### src/design/assert_macros.svh
// Assertion macros used by the decoder top level.
`ifndef ASSERT_MACROS_SVH
`define ASSERT_MACROS_SVH
`ifndef SYNTHESIS
// Checked on every rising edge and switched off while reset is low.
`define ASSERT_RST(lbl, clk, rstn, prop, msg) \
  lbl: assert property (@(posedge clk) disable iff (!rstn) prop) else $error(msg);
// Checked on every rising edge, reset included.
`define ASSERT_ALWAYS(lbl, clk, prop, msg) \
  lbl: assert property (@(posedge clk) prop) else $error(msg);
`else
`define ASSERT_RST(lbl, clk, rstn, prop, msg)
`define ASSERT_ALWAYS(lbl, clk, prop, msg)
`endif
`endif

### src/design/utf8sd_pkg.sv
// Types, constants and helpers shared by the UTF-8 stream decoder.
package utf8sd_pkg;

  localparam logic [20:0] REPL_CP  = 21'h00FFFD;
  localparam logic [20:0] MAX_CP   = 21'h10FFFF;
  localparam logic [20:0] MIN_CP_2 = 21'h000080;
  localparam logic [20:0] MIN_CP_3 = 21'h000800;
  localparam logic [20:0] MIN_CP_4 = 21'h010000;

  // Sequence lengths as announced by a lead byte.
  localparam logic [2:0] LEN_BAD  = 3'd0;
  localparam logic [2:0] LEN_ONE  = 3'd1;
  localparam logic [2:0] LEN_TWO  = 3'd2;
  localparam logic [2:0] LEN_THR  = 3'd3;
  localparam logic [2:0] LEN_FOUR = 3'd4;

  // Decoder state carried from one byte to the next.
  typedef struct packed {
    logic [20:0] acc;
    logic [2:0]  exp_len;
    logic [2:0]  seen;
  } dec_state_t;

  // All results of one byte: replacements, an optional main item, replacements.
  typedef struct packed {
    logic [1:0]  n_pre;
    logic        has_main;
    logic [20:0] cp;
    logic        ok;
    logic [2:0]  cnt;
    logic [1:0]  n_post;
    logic        eot;
  } burst_t;

  // Number of result items that a burst holds.
  function automatic logic [2:0] burst_len(burst_t b);
    return {1'b0, b.n_pre} + {2'b00, b.has_main} + {1'b0, b.n_post};
  endfunction

endpackage

### src/design/utf8_stream_decoder.sv
// Top level of the streaming UTF-8 decoder with its result queue.
//
//  Channel   Dir  tdata bits                          tuser      tlast
//  s_axis    in   [7:0] in_byte                       -          end_of_text
//  m_axis    out  [20:0] code_point, [23:21]          valid_res  text_done
//                 byte_count, [24] last_of_run
//
// One byte is accepted per cycle while the queue has room; its state update
// and all of its results are formed in that cycle and stored, if it has any,
// as one entry of a two-entry result queue. Results leave one per cycle while
// m_axis_tready_i is high, up to four per byte; input stalls only while both
// queue entries are held. Reset clears the decoder state and the queue at once.
module utf8_stream_decoder (
  input  logic        clk_i,
  input  logic        rst_ni,
  input  logic        s_axis_tvalid_i,
  output logic        s_axis_tready_o,
  input  logic [7:0]  s_axis_tdata_i,   // [7:0] in_byte
  input  logic        s_axis_tlast_i,   // end_of_text
  output logic        m_axis_tvalid_o,
  input  logic        m_axis_tready_i,
  output logic [31:0] m_axis_tdata_o,   // [20:0] code_point, [23:21] byte_count,
                                        // [24] last_of_run, rest zero
  output logic        m_axis_tuser_o,   // [0] valid_res
  output logic        m_axis_tlast_o    // text_done
);
  import utf8sd_pkg::*;

`include "assert_macros.svh"

  dec_state_t st_q, st_d;
  burst_t     burst;
  burst_t     q_mem [2];
  logic       wr_ptr_q, rd_ptr_q;
  logic [1:0] cnt_q, cnt_d;
  logic [1:0] pos_q;
  logic       s_acc, m_acc, push, pop;
  burst_t     head;
  logic [2:0] total;
  logic       is_main, is_last;
  logic [20:0] out_cp;
  logic        out_ok;
  logic [2:0]  out_cnt;

  utf8sd_decode u_decode (
    .st_i    (st_q),
    .byte_i  (s_axis_tdata_i),
    .eot_i   (s_axis_tlast_i),
    .st_o    (st_d),
    .burst_o (burst)
  );

  // Handshakes and queue control.
  assign s_axis_tready_o = (cnt_q != 2'd2);
  assign m_axis_tvalid_o = (cnt_q != 2'd0);
  assign s_acc = s_axis_tvalid_i && s_axis_tready_o;
  assign m_acc = m_axis_tvalid_o && m_axis_tready_i;
  assign push  = s_acc && (burst_len(burst) != 3'd0);
  assign pop   = m_acc && is_last;

  always_comb begin
    cnt_d = cnt_q;
    if (push && !pop) begin
      cnt_d = cnt_q + 2'd1;
    end else if (pop && !push) begin
      cnt_d = cnt_q - 2'd1;
    end
  end

  // Decoder state and queue pointers.
  always_ff @(posedge clk_i or negedge rst_ni) begin
    if (!rst_ni) begin
      st_q     <= '0;
      wr_ptr_q <= 1'b0;
      rd_ptr_q <= 1'b0;
      cnt_q    <= 2'd0;
      pos_q    <= 2'd0;
    end else begin
      if (s_acc) begin
        st_q <= st_d;
      end
      if (push) begin
        wr_ptr_q <= !wr_ptr_q;
      end
      if (pop) begin
        rd_ptr_q <= !rd_ptr_q;
        pos_q    <= 2'd0;
      end else if (m_acc) begin
        pos_q <= pos_q + 2'd1;
      end
      cnt_q <= cnt_d;
    end
  end

  // Queue storage holds payload only.
  always_ff @(posedge clk_i) begin
    if (push) begin
      q_mem[wr_ptr_q] <= burst;
    end
  end

  // Pick the current item out of the head entry.
  assign head    = q_mem[rd_ptr_q];
  assign total   = burst_len(head);
  assign is_main = head.has_main && (pos_q == head.n_pre);
  assign is_last = (({1'b0, pos_q} + 3'd1) == total);
  assign out_cp  = is_main ? head.cp  : REPL_CP;
  assign out_ok  = is_main ? head.ok  : 1'b0;
  assign out_cnt = is_main ? head.cnt : 3'd1;

  assign m_axis_tdata_o = {7'b0, is_last, out_cnt, out_cp};
  assign m_axis_tuser_o = out_ok;
  assign m_axis_tlast_o = is_last && head.eot;

  // Checks on queue and decoder consistency.
  `ASSERT_ALWAYS(a_cnt_range, clk_i, (!rst_ni || (cnt_q != 2'd3)),
                 "result queue count out of range")
  `ASSERT_RST(a_head_len, clk_i, rst_ni,
              m_axis_tvalid_o |-> ((total != 3'd0) && (total <= 3'd4) &&
                                   ({1'b0, pos_q} < total)),
              "head entry position out of range")
  `ASSERT_RST(a_eot_clear, clk_i, rst_ni,
              (s_acc && s_axis_tlast_i) |=> (st_q.exp_len == 3'd0),
              "state left pending after end of text")
  `ASSERT_RST(a_done_last, clk_i, rst_ni,
              (m_axis_tvalid_o && m_axis_tlast_o) |-> m_axis_tdata_o[24],
              "text_done without last_of_run")

endmodule

### src/design/utf8sd_decode.sv
// Combinational step of the decoder: next state and the results of one byte.
module utf8sd_decode (
  input  utf8sd_pkg::dec_state_t st_i,
  input  logic [7:0]             byte_i,
  input  logic                   eot_i,
  output utf8sd_pkg::dec_state_t st_o,
  output utf8sd_pkg::burst_t     burst_o
);
  import utf8sd_pkg::*;

  logic        is_cont;
  logic [2:0]  lead_len;
  logic [20:0] lead_bits;
  logic [20:0] acc_new;
  logic [2:0]  seen_new;
  logic        bad;
  logic        do_lead;

  // Classify the byte as a continuation or a lead of some length.
  always_comb begin
    is_cont   = (byte_i[7:6] == 2'b10);
    lead_len  = LEN_BAD;
    lead_bits = '0;
    priority if (byte_i[7] == 1'b0) begin
      lead_len = LEN_ONE;
    end else if (byte_i[7:5] == 3'b110) begin
      lead_len  = LEN_TWO;
      lead_bits = {16'b0, byte_i[4:0]};
    end else if (byte_i[7:4] == 4'b1110) begin
      lead_len  = LEN_THR;
      lead_bits = {17'b0, byte_i[3:0]};
    end else if (byte_i[7:3] == 5'b11110) begin
      lead_len  = LEN_FOUR;
      lead_bits = {18'b0, byte_i[2:0]};
    end else begin
      lead_len = LEN_BAD;
    end
  end

  // Advance the pending sequence, then decode the byte as a lead if not consumed.
  always_comb begin
    st_o             = st_i;
    burst_o          = '0;
    burst_o.cp       = REPL_CP;
    burst_o.cnt      = 3'd1;
    acc_new          = {st_i.acc[14:0], byte_i[5:0]};
    seen_new         = st_i.seen + 3'd1;
    bad              = 1'b0;
    do_lead          = 1'b1;

    if (st_i.exp_len != 3'd0) begin
      if (is_cont) begin
        do_lead = 1'b0;
        if (seen_new >= st_i.exp_len) begin
          // Sequence complete: reject overlong forms and values out of range.
          bad = (acc_new > MAX_CP) ||
                ((st_i.exp_len == LEN_TWO)  && (acc_new < MIN_CP_2)) ||
                ((st_i.exp_len == LEN_THR)  && (acc_new < MIN_CP_3)) ||
                ((st_i.exp_len == LEN_FOUR) && (acc_new < MIN_CP_4));
          burst_o.has_main = 1'b1;
          burst_o.cp       = bad ? REPL_CP : acc_new;
          burst_o.ok       = !bad;
          burst_o.cnt      = st_i.exp_len;
          st_o             = '0;
        end else if (eot_i) begin
          // Text ends inside the sequence: one replacement per byte.
          burst_o.n_post = seen_new[1:0];
          st_o           = '0;
        end else begin
          st_o.acc  = acc_new;
          st_o.seen = seen_new;
        end
      end else begin
        // Broken sequence: each pending byte becomes a replacement.
        burst_o.n_pre = st_i.seen[1:0];
        st_o          = '0;
      end
    end

    if (do_lead) begin
      unique case (lead_len)
        LEN_BAD: begin
          burst_o.has_main = 1'b1;
        end
        LEN_ONE: begin
          burst_o.has_main = 1'b1;
          burst_o.cp       = {13'b0, byte_i};
          burst_o.ok       = 1'b1;
        end
        default: begin
          if (eot_i) begin
            burst_o.n_post = 2'd1;
            st_o           = '0;
          end else begin
            st_o.acc     = lead_bits;
            st_o.exp_len = lead_len;
            st_o.seen    = 3'd1;
          end
        end
      endcase
    end

    burst_o.eot = eot_i;
  end

endmodule
### config.mk
export PLATFORM = sky130hd
export DESIGN_NAME = utf8_stream_decoder
export DESIGN_NICKNAME = d
export VERILOG_FILES = /design/src/design/utf8sd_pkg.sv /design/src/design/utf8_stream_decoder.sv /design/src/design/utf8sd_decode.sv
export VERILOG_INCLUDE_DIRS = /design/src /design/src/design
export SDC_FILE = /design/constraint.sdc
export NUM_CORES = 1
export LEC_CHECK = 0
export BUFFER_PORTS_ARGS = -buffer_cell sky130_fd_sc_hd__buf_4
export CELL_PAD_IN_SITES_DETAIL_PLACEMENT = 1
export CELL_PAD_IN_SITES_GLOBAL_PLACEMENT = 1
export CORE_AREA = 2 2 94 96
export CTS_BUF_LIST = sky130_fd_sc_hd__clkbuf_8 sky130_fd_sc_hd__clkbuf_16
export CTS_CLUSTER_SIZE = 10
export DETAILED_ROUTE_END_ITERATION = 7
export DIE_AREA = 0 0 96 98
export PLACE_DENSITY = 0.88
export SYNTH_ARGS = -nofsm -noshare
export SYNTH_HDL_FRONTEND = slang
export SYNTH_SLANG_ARGS = --single-unit
### constraint.sdc
create_clock -name clk_i -period 13.8 [get_ports clk_i]
set_input_delay 0.69 -clock clk_i [delete_from_list [all_inputs] [get_ports clk_i]]
set_output_delay 0.69 -clock clk_i [all_outputs]
set_load 0.01 [all_outputs]
== Word-level counts from Yosys, hierarchy flattened ==
Memory sizes are Yosys's and may differ from the RTL's.
Cells that the tools add are included.
W data, S select, Z words.
Operators by class
  add/sub/neg operators: 9
  $mul: 0
  div/mod/pow operators: 0
  order comparisons: 5
  equality and inequality tests: 11
  shift-type cells: 0
  multiplexer cells: 41
  bitwise operators: 0
  reduce and logical (&&, ||, !) cells: 26
Operators with widths (count)
  $mux W27: 6
  $mux W21: 6
  $mux W30: 1
  $mux W28: 1
  $mux W26: 1
  $mux W3: 8
  $mux W23: 1
  $mux W22: 1
  $gt A21 B21 Y1 const B: 1
  $lt A21 B12 Y1 const B: 1
  $lt A21 B17 Y1 const B: 1
  $lt A21 B8 Y1 const B: 1
  $mux W2: 10
  $logic_and A1 B1 Y1: 11
  $add A2 B1 Y3: 2
  $add A3 B2 Y3: 2
  $eq A3 B2 Y1 const B: 2
  $eq A3 B3 Y1 const B: 2
  $mux W1: 6
  $reduce_bool A2 Y1: 3
  $reduce_bool A3 Y1: 2
  $eq A5 B5 Y1 const B: 1
  $logic_not A1 Y1: 5
  $add A2 B1 Y2 const B: 2
  other kinds (13): 15
Storage, ports and cells
  bits in registers: 33
  bits in latches: 0
  bits in writable memories: 62
  memory bits (read-only): 0
  logic and storage cells: 100
  memories kept: 1
Memories
  q_mem: depth 2, width 31, read ports 1, clocked after memory_dff 0, wr ports 1, RTL line utf8_stream_decoder.sv:33  | burst_t q_mem [2];

== Logic depth before layout (Yosys ltp) ==
  depth in word-level cells: 19
  mapped depth: 15

== By module ==
Synthesis repeated with hierarchy kept, for this count alone.
Unflattened totals
  cells, all modules: 367
  area, all modules: 4750.8 um^2
Modules (own cells, without submodules)
  utf8_stream_decoder: instances 1, cells each 244, area each 3913.8 um^2, sequential area each 2687.6 um^2
  utf8sd_decode: instances 1, cells each 123, area each 837.1 um^2, sequential area each 0.0 um^2

== Worst setup path before layout ==
Ideal clock, no wire load.
  kind: reg-to-reg
  from: reg st_q[0] in the netlist's numbering
  to: mem q_mem[0][0] in the netlist's numbering (enable)
  arrival time: 4566 ps
  data required time: 13377 ps
  slack: 8812 ps
  stages on the path, launching flop included: 13
  path through: dfrtp_1 ha_1 xor2_1 ha_1 a21o_1 a31o_2 clkbuf_1 nor3_1 o21ai_0 fa_1 fa_1 a31oi_1 nor2b_1
On the way
  word-level cells in the longest chain between the ends: 13
RTL lines
  from (decl): RTL line utf8_stream_decoder.sv:31  | dec_state_t st_q, st_d;
  from (signal assigned): RTL line utf8_stream_decoder.sv:80  | st_q <= st_d;
  $add A3 B1 Y3: RTL line utf8sd_decode.sv:47  | seen_new = st_i.seen + 3'd1;
  $ge A3 B3 Y1 / $mux W2 (equally long branches): RTL line utf8sd_decode.sv:54, utf8sd_decode.sv:65
  $mux W26 / $mux W2 (equally long branches): RTL line utf8sd_decode.sv:54  | if (seen_new >= st_i.exp_len) begin
  $mux W28: RTL line utf8sd_decode.sv:52  | if (is_cont) begin
  $mux W30 (*): RTL line utf8sd_decode.sv:51  | if (st_i.exp_len != 3'd0) begin
  $mux W1 / $mux W2 (equally long branches): RTL line utf8sd_decode.sv:81, utf8sd_decode.sv:91
  $mux W23 / $mux W2 (equally long branches): RTL line utf8sd_decode.sv:80, utf8sd_decode.sv:81
  $add A2 B1 Y3 / $mux W2 (equally long branches): RTL line utf8sd_pkg.sv:37, utf8sd_decode.sv:80
  $add A3 B2 Y3 (*): RTL line utf8sd_pkg.sv:37  | return {1'b0, b.n_pre} + {2'b00, b.has_main} + {1'b0, b.n_post};
  $reduce_bool A3 Y1 (*): RTL line utf8_stream_decoder.sv:58  | assign push = s_acc && (burst_len(burst) != 3'd0);
  $logic_and A1 B1 Y1 (*): RTL line utf8_stream_decoder.sv:58
  named net push: RTL line utf8_stream_decoder.sv:37  | logic s_acc, m_acc, push, pop;
  $mux W1 (*): RTL line utf8_stream_decoder.sv:97  | if (push) begin
  $mux W1 (not written as such) (*): RTL line utf8_stream_decoder.sv:98  | q_mem[wr_ptr_q] <= burst;
  to (decl): RTL line utf8_stream_decoder.sv:33
Mark *: on every way through the listed nets, which the timed path passes. The rest lies on a longest branch.

== Worst setup path after layout ==
  from: reg st_q[0] in the netlist's numbering
  to: mem q_mem[1][28] in the netlist's numbering (enable)
The elaborated chain is that of the path after synthesis.

==> results by group <==
GRT
  • Pin count of the biggest net entering global routing: 33
  • Initial antenna violation count: 0
  • First-pass GRT wire length: roughly 15000 um
  • Grt total ovfl: 0
  • GRT Total Usage: 21.3%
  • Number of global-route vias before repair: 2899

Timing
  • Final Hold Viols: 0
  • Setup TNS Final: 0 ns
  • Final Skew: around 0.0083 ns
  • Final worst path period share: between 30% and 40%
  • RSZ-0062 raised after global routing: no
  • Maximum clock rate: 216 MHz
  • Crit path time final: roughly 4.6 ns
  • Worst slew pin tran: 1.30 ns
  • Worst Slack Setup Final: around 9.2 ns
  • # setup viols final: 0
  • Max_slew headroom: between 10% and 20%
  • Max Slew Vio Count: 0

Power and ir drop
  • Fraction of power spent switching nets: 36.4%
  • Static Leakage: between 1.5 and 2 nW
  • Clk pwr share: 20.6%
  • Seq pwr share: 41.5%
  • Overall power: 0.915 mW
  • Comb pwr share: 37.9%
  • Pwr dens: 193 mW/mm2
  • Internal: 0.582 mW
  • Max VDD drop: 93.0 uV
  • NetSw: between 0.3 and 0.4 mW

Worst setup path
  • Startpoint types: flip-flop
  • Crit Path Max Fanout: 23
  • Worst endpoint required time: between 10 and 15 ns
  • Endpoint type of the worst setup path: flip-flop
  • Setup CP Type: flip-flop to flip-flop
  • Worst Path Arrival: 4.67 ns

Clock network
  • CTS Buf Count: 9
  • CTS tree: yes
  • H-tree Lvls: 3
  • Post-CTS Setup Bufs: 0
  • Root Driver: clkbuf_8
  • Clock transition at path regs: 0.09 ns
  • Clock Path Buffers: 2
  • Clock sinks: 89
  • Post-CTS resize count: 0
  • # hold bufs at CTS: 0
  • Worst-Skew Late Latency: approximately 0.36 ns

Detailed routing
  • Post-route ant nets: 0
  • DRC errors left: 0
  • First-iteration detailed-routing DRC count: 149
  • Vias: 2691
  • Vias per inst: between 5 and 6
  • DRT Wirelength: 9330 um
  • Pre-antenna DRT Iters: 4
  • WL/cell: 20.0 um

Yosys
  • Cells after Synth: 315
  • Syn Std Cell Area: about 0.0042 mm2
  • Area leader, netlist: edfxtp_1
  • Number of synthesized flops with an enable pin: 62
  • Number of synthesis warnings: 0
  • Async S/R FF share, synth: just over 30%
  • Distinct cells, synth: 52
  • Area contributors post-synth: edfxtp_1, dfrtp_1, mux2i_1
  • Yosys reg bits: 89
  • Prevailing post-synth register cell: edfxtp_1
  • Sequential share of the synthesized area: 61.0%
  • Mapped Avg Cell Area: 13.2 um2
  • Top-area cell type share of the netlist area: between 40% and 50%

Place
  • Dpl cells: 451
  • Setup WS pre-CTS: 9.19 ns
  • IO buf count: 41
  • Placed cell areas: 0.00453 mm2
  • GP Congestion: 0.879
  • Post-detail-place hpwl: between 6000 and 7000 um

Floorplanning
  • Die W: 96 um
  • Ports: 49
  • Height of the die: 98 um
  • Row Count: 34
  • Die ar.: roughly 0.0094 mm2
  • Initial core utilization: around half
  • Core Footprint: 0.00847 mm2

Worst hold path
  • Hold Path Class: primary input to asynchronous set/reset pin

Cells and area
  • Commonest non-fill, non-tap cells in the layout: edfxtp_1, buf_4, mux2i_1
  • Design area: approximately 0.0047 mm2
  • Commonest non-fill, non-tap cell in the layout: edfxtp_1
  • FILL cells: 867
  • Antenna cells: 0
  • NumNets Final: 377
  • Share of cells above drive strength 1: 19.5%
  • Area growth, synth to finish: 13.9%
  • Finished Layout Cells: ~470

Run status
  • Status: complete, no violations

Job
  • Max-cap viol count: 0
power by group through the flow:
stage | clock, mW | sequential, mW | combinational, mW
after floorplan | 0 | 0.375 | 0.244
after global placement | 0 | 0.381 | 0.333
after detailed placement | 0 | 0.386 | 0.352
after CTS | 0.191 | 0.381 | 0.355
after global routing | 0.198 | 0.385 | 0.385
final | 0.188 | 0.380 | 0.347
worst max-delay path, stage by stage, from the launching register on:
cell and delay (ns):
dfrtp_1 0.46, ha_1 0.28, xor2_1 0.15, ha_1 0.32, a21o_1 0.20, a31o_2 0.32
nor3_1 0.26, o21ai_0 0.14, fa_1 0.41, fa_1 0.45, a31oi_1 0.43, and2_1 0.48
buf_4 0.40
worst paths after layout:
kind / startpoint / endpoint / slack, ns / cells past startpoint
setup reg to reg: st_q[0]$_DFFE_PN0P_ / q_mem[1][28]$_DFFE_PP_ / 9.17 / 12
setup / recovery: st_q[0]$_DFFE_PN0P_ / q_mem[1][28]$_DFFE_PP_ / 9.17 / 12
hold / removal: rst_ni / wr_ptr_q$_DFFE_PN0P_ / 0.23 / 1
min in group clk_i: cnt_q[1]$_DFFE_PN0P_ / cnt_q[1]$_DFFE_PN0P_ / 0.51 / 1
max in group asynchronous: rst_ni / st_q[20]$_DFFE_PN0P_ / 13.30 / 1
hold reg to reg: cnt_q[1]$_DFFE_PN0P_ / cnt_q[1]$_DFFE_PN0P_ / 0.51 / 1
flip-flops by register name, summed over array words and instances (netlist names):
register	flops
st_q	21
cnt_q	2
q_mem	62
pos_q	2
wr_ptr_q	1
rd_ptr_q	1
cells in the mapped netlist, types with 2 or more instances:
cell	number
edfxtp_1	62
mux2i_1	32
dfrtp_1	27
nand2_1	26
nor2_1	16
a22o_1	12
inv_1	10
o21a_1	10
a21o_1	8
buf_4	8
clkbuf_1	8
nor3_1	7
ha_1	6
nand3_1	6
xor2_1	6
xnor2_1	5
a31oi_1	4
a32o_1	4
buf_2	4
fa_1	4
nor4_1	4
and3_2	3
nand2b_1	3
o21ai_0	3
a21oi_1	2
and2_1	2
and3_1	2
and3b_1	2
buf_1	2
nor2b_1	2
nor4b_1	2
o32ai_1	2
or3_1	2
cell type report:
type,count,area [um2],area share [%]
clock buffer,9,124,2.61
clock inverter,7,83.8,1.77
inverter,10,37.5,0.792
multi-input combinational,199,1480,31.3
sequential,89,2540,53.5
tap,108,135,2.85
timing repair buffer,45,338,7.13
stage by stage:
stage | hold slack [ns] | util [%]
finish | 0.225 | 56.0
global route | 0.241 | 56.0
CTS | 0.227 | 56.0
detailed placement | 0.509 | 53.5
global placement | 0.476 | 53.5
floorplan | 0.394 | -
metal layers:
layer	global-route usage, %	part of all wire, %	wire length [um]	up-vias
met5	0	0	0	-
met4	11.9	3.6	339	0
met3	3.63	3.9	368	24
met2	34.3	49	4620	74
met1	27.0	43	4000	1358
li1	-	-	-	1235
cell families (layout without fill, tap and decap cells):
kind of cell | after synthesis | after routing | synth area share [%]
adder cells (fa/ha/maj) | 10 | 10 | 3.73
buffers and inverters | 33 | 71 | 4.00
AND/OR/NAND/NOR | 82 | 82 | 9.95
XOR/XNOR | 11 | 11 | 2.31
multiplexers | 32 | 32 | 7.69
flip-flops | 89 | 89 | 61.0
AO/OA/AOI/OAI | 57 | 57 | 11.3
other | 1 | 7 | 0.0901
Power figures use the tool's default switching activity.
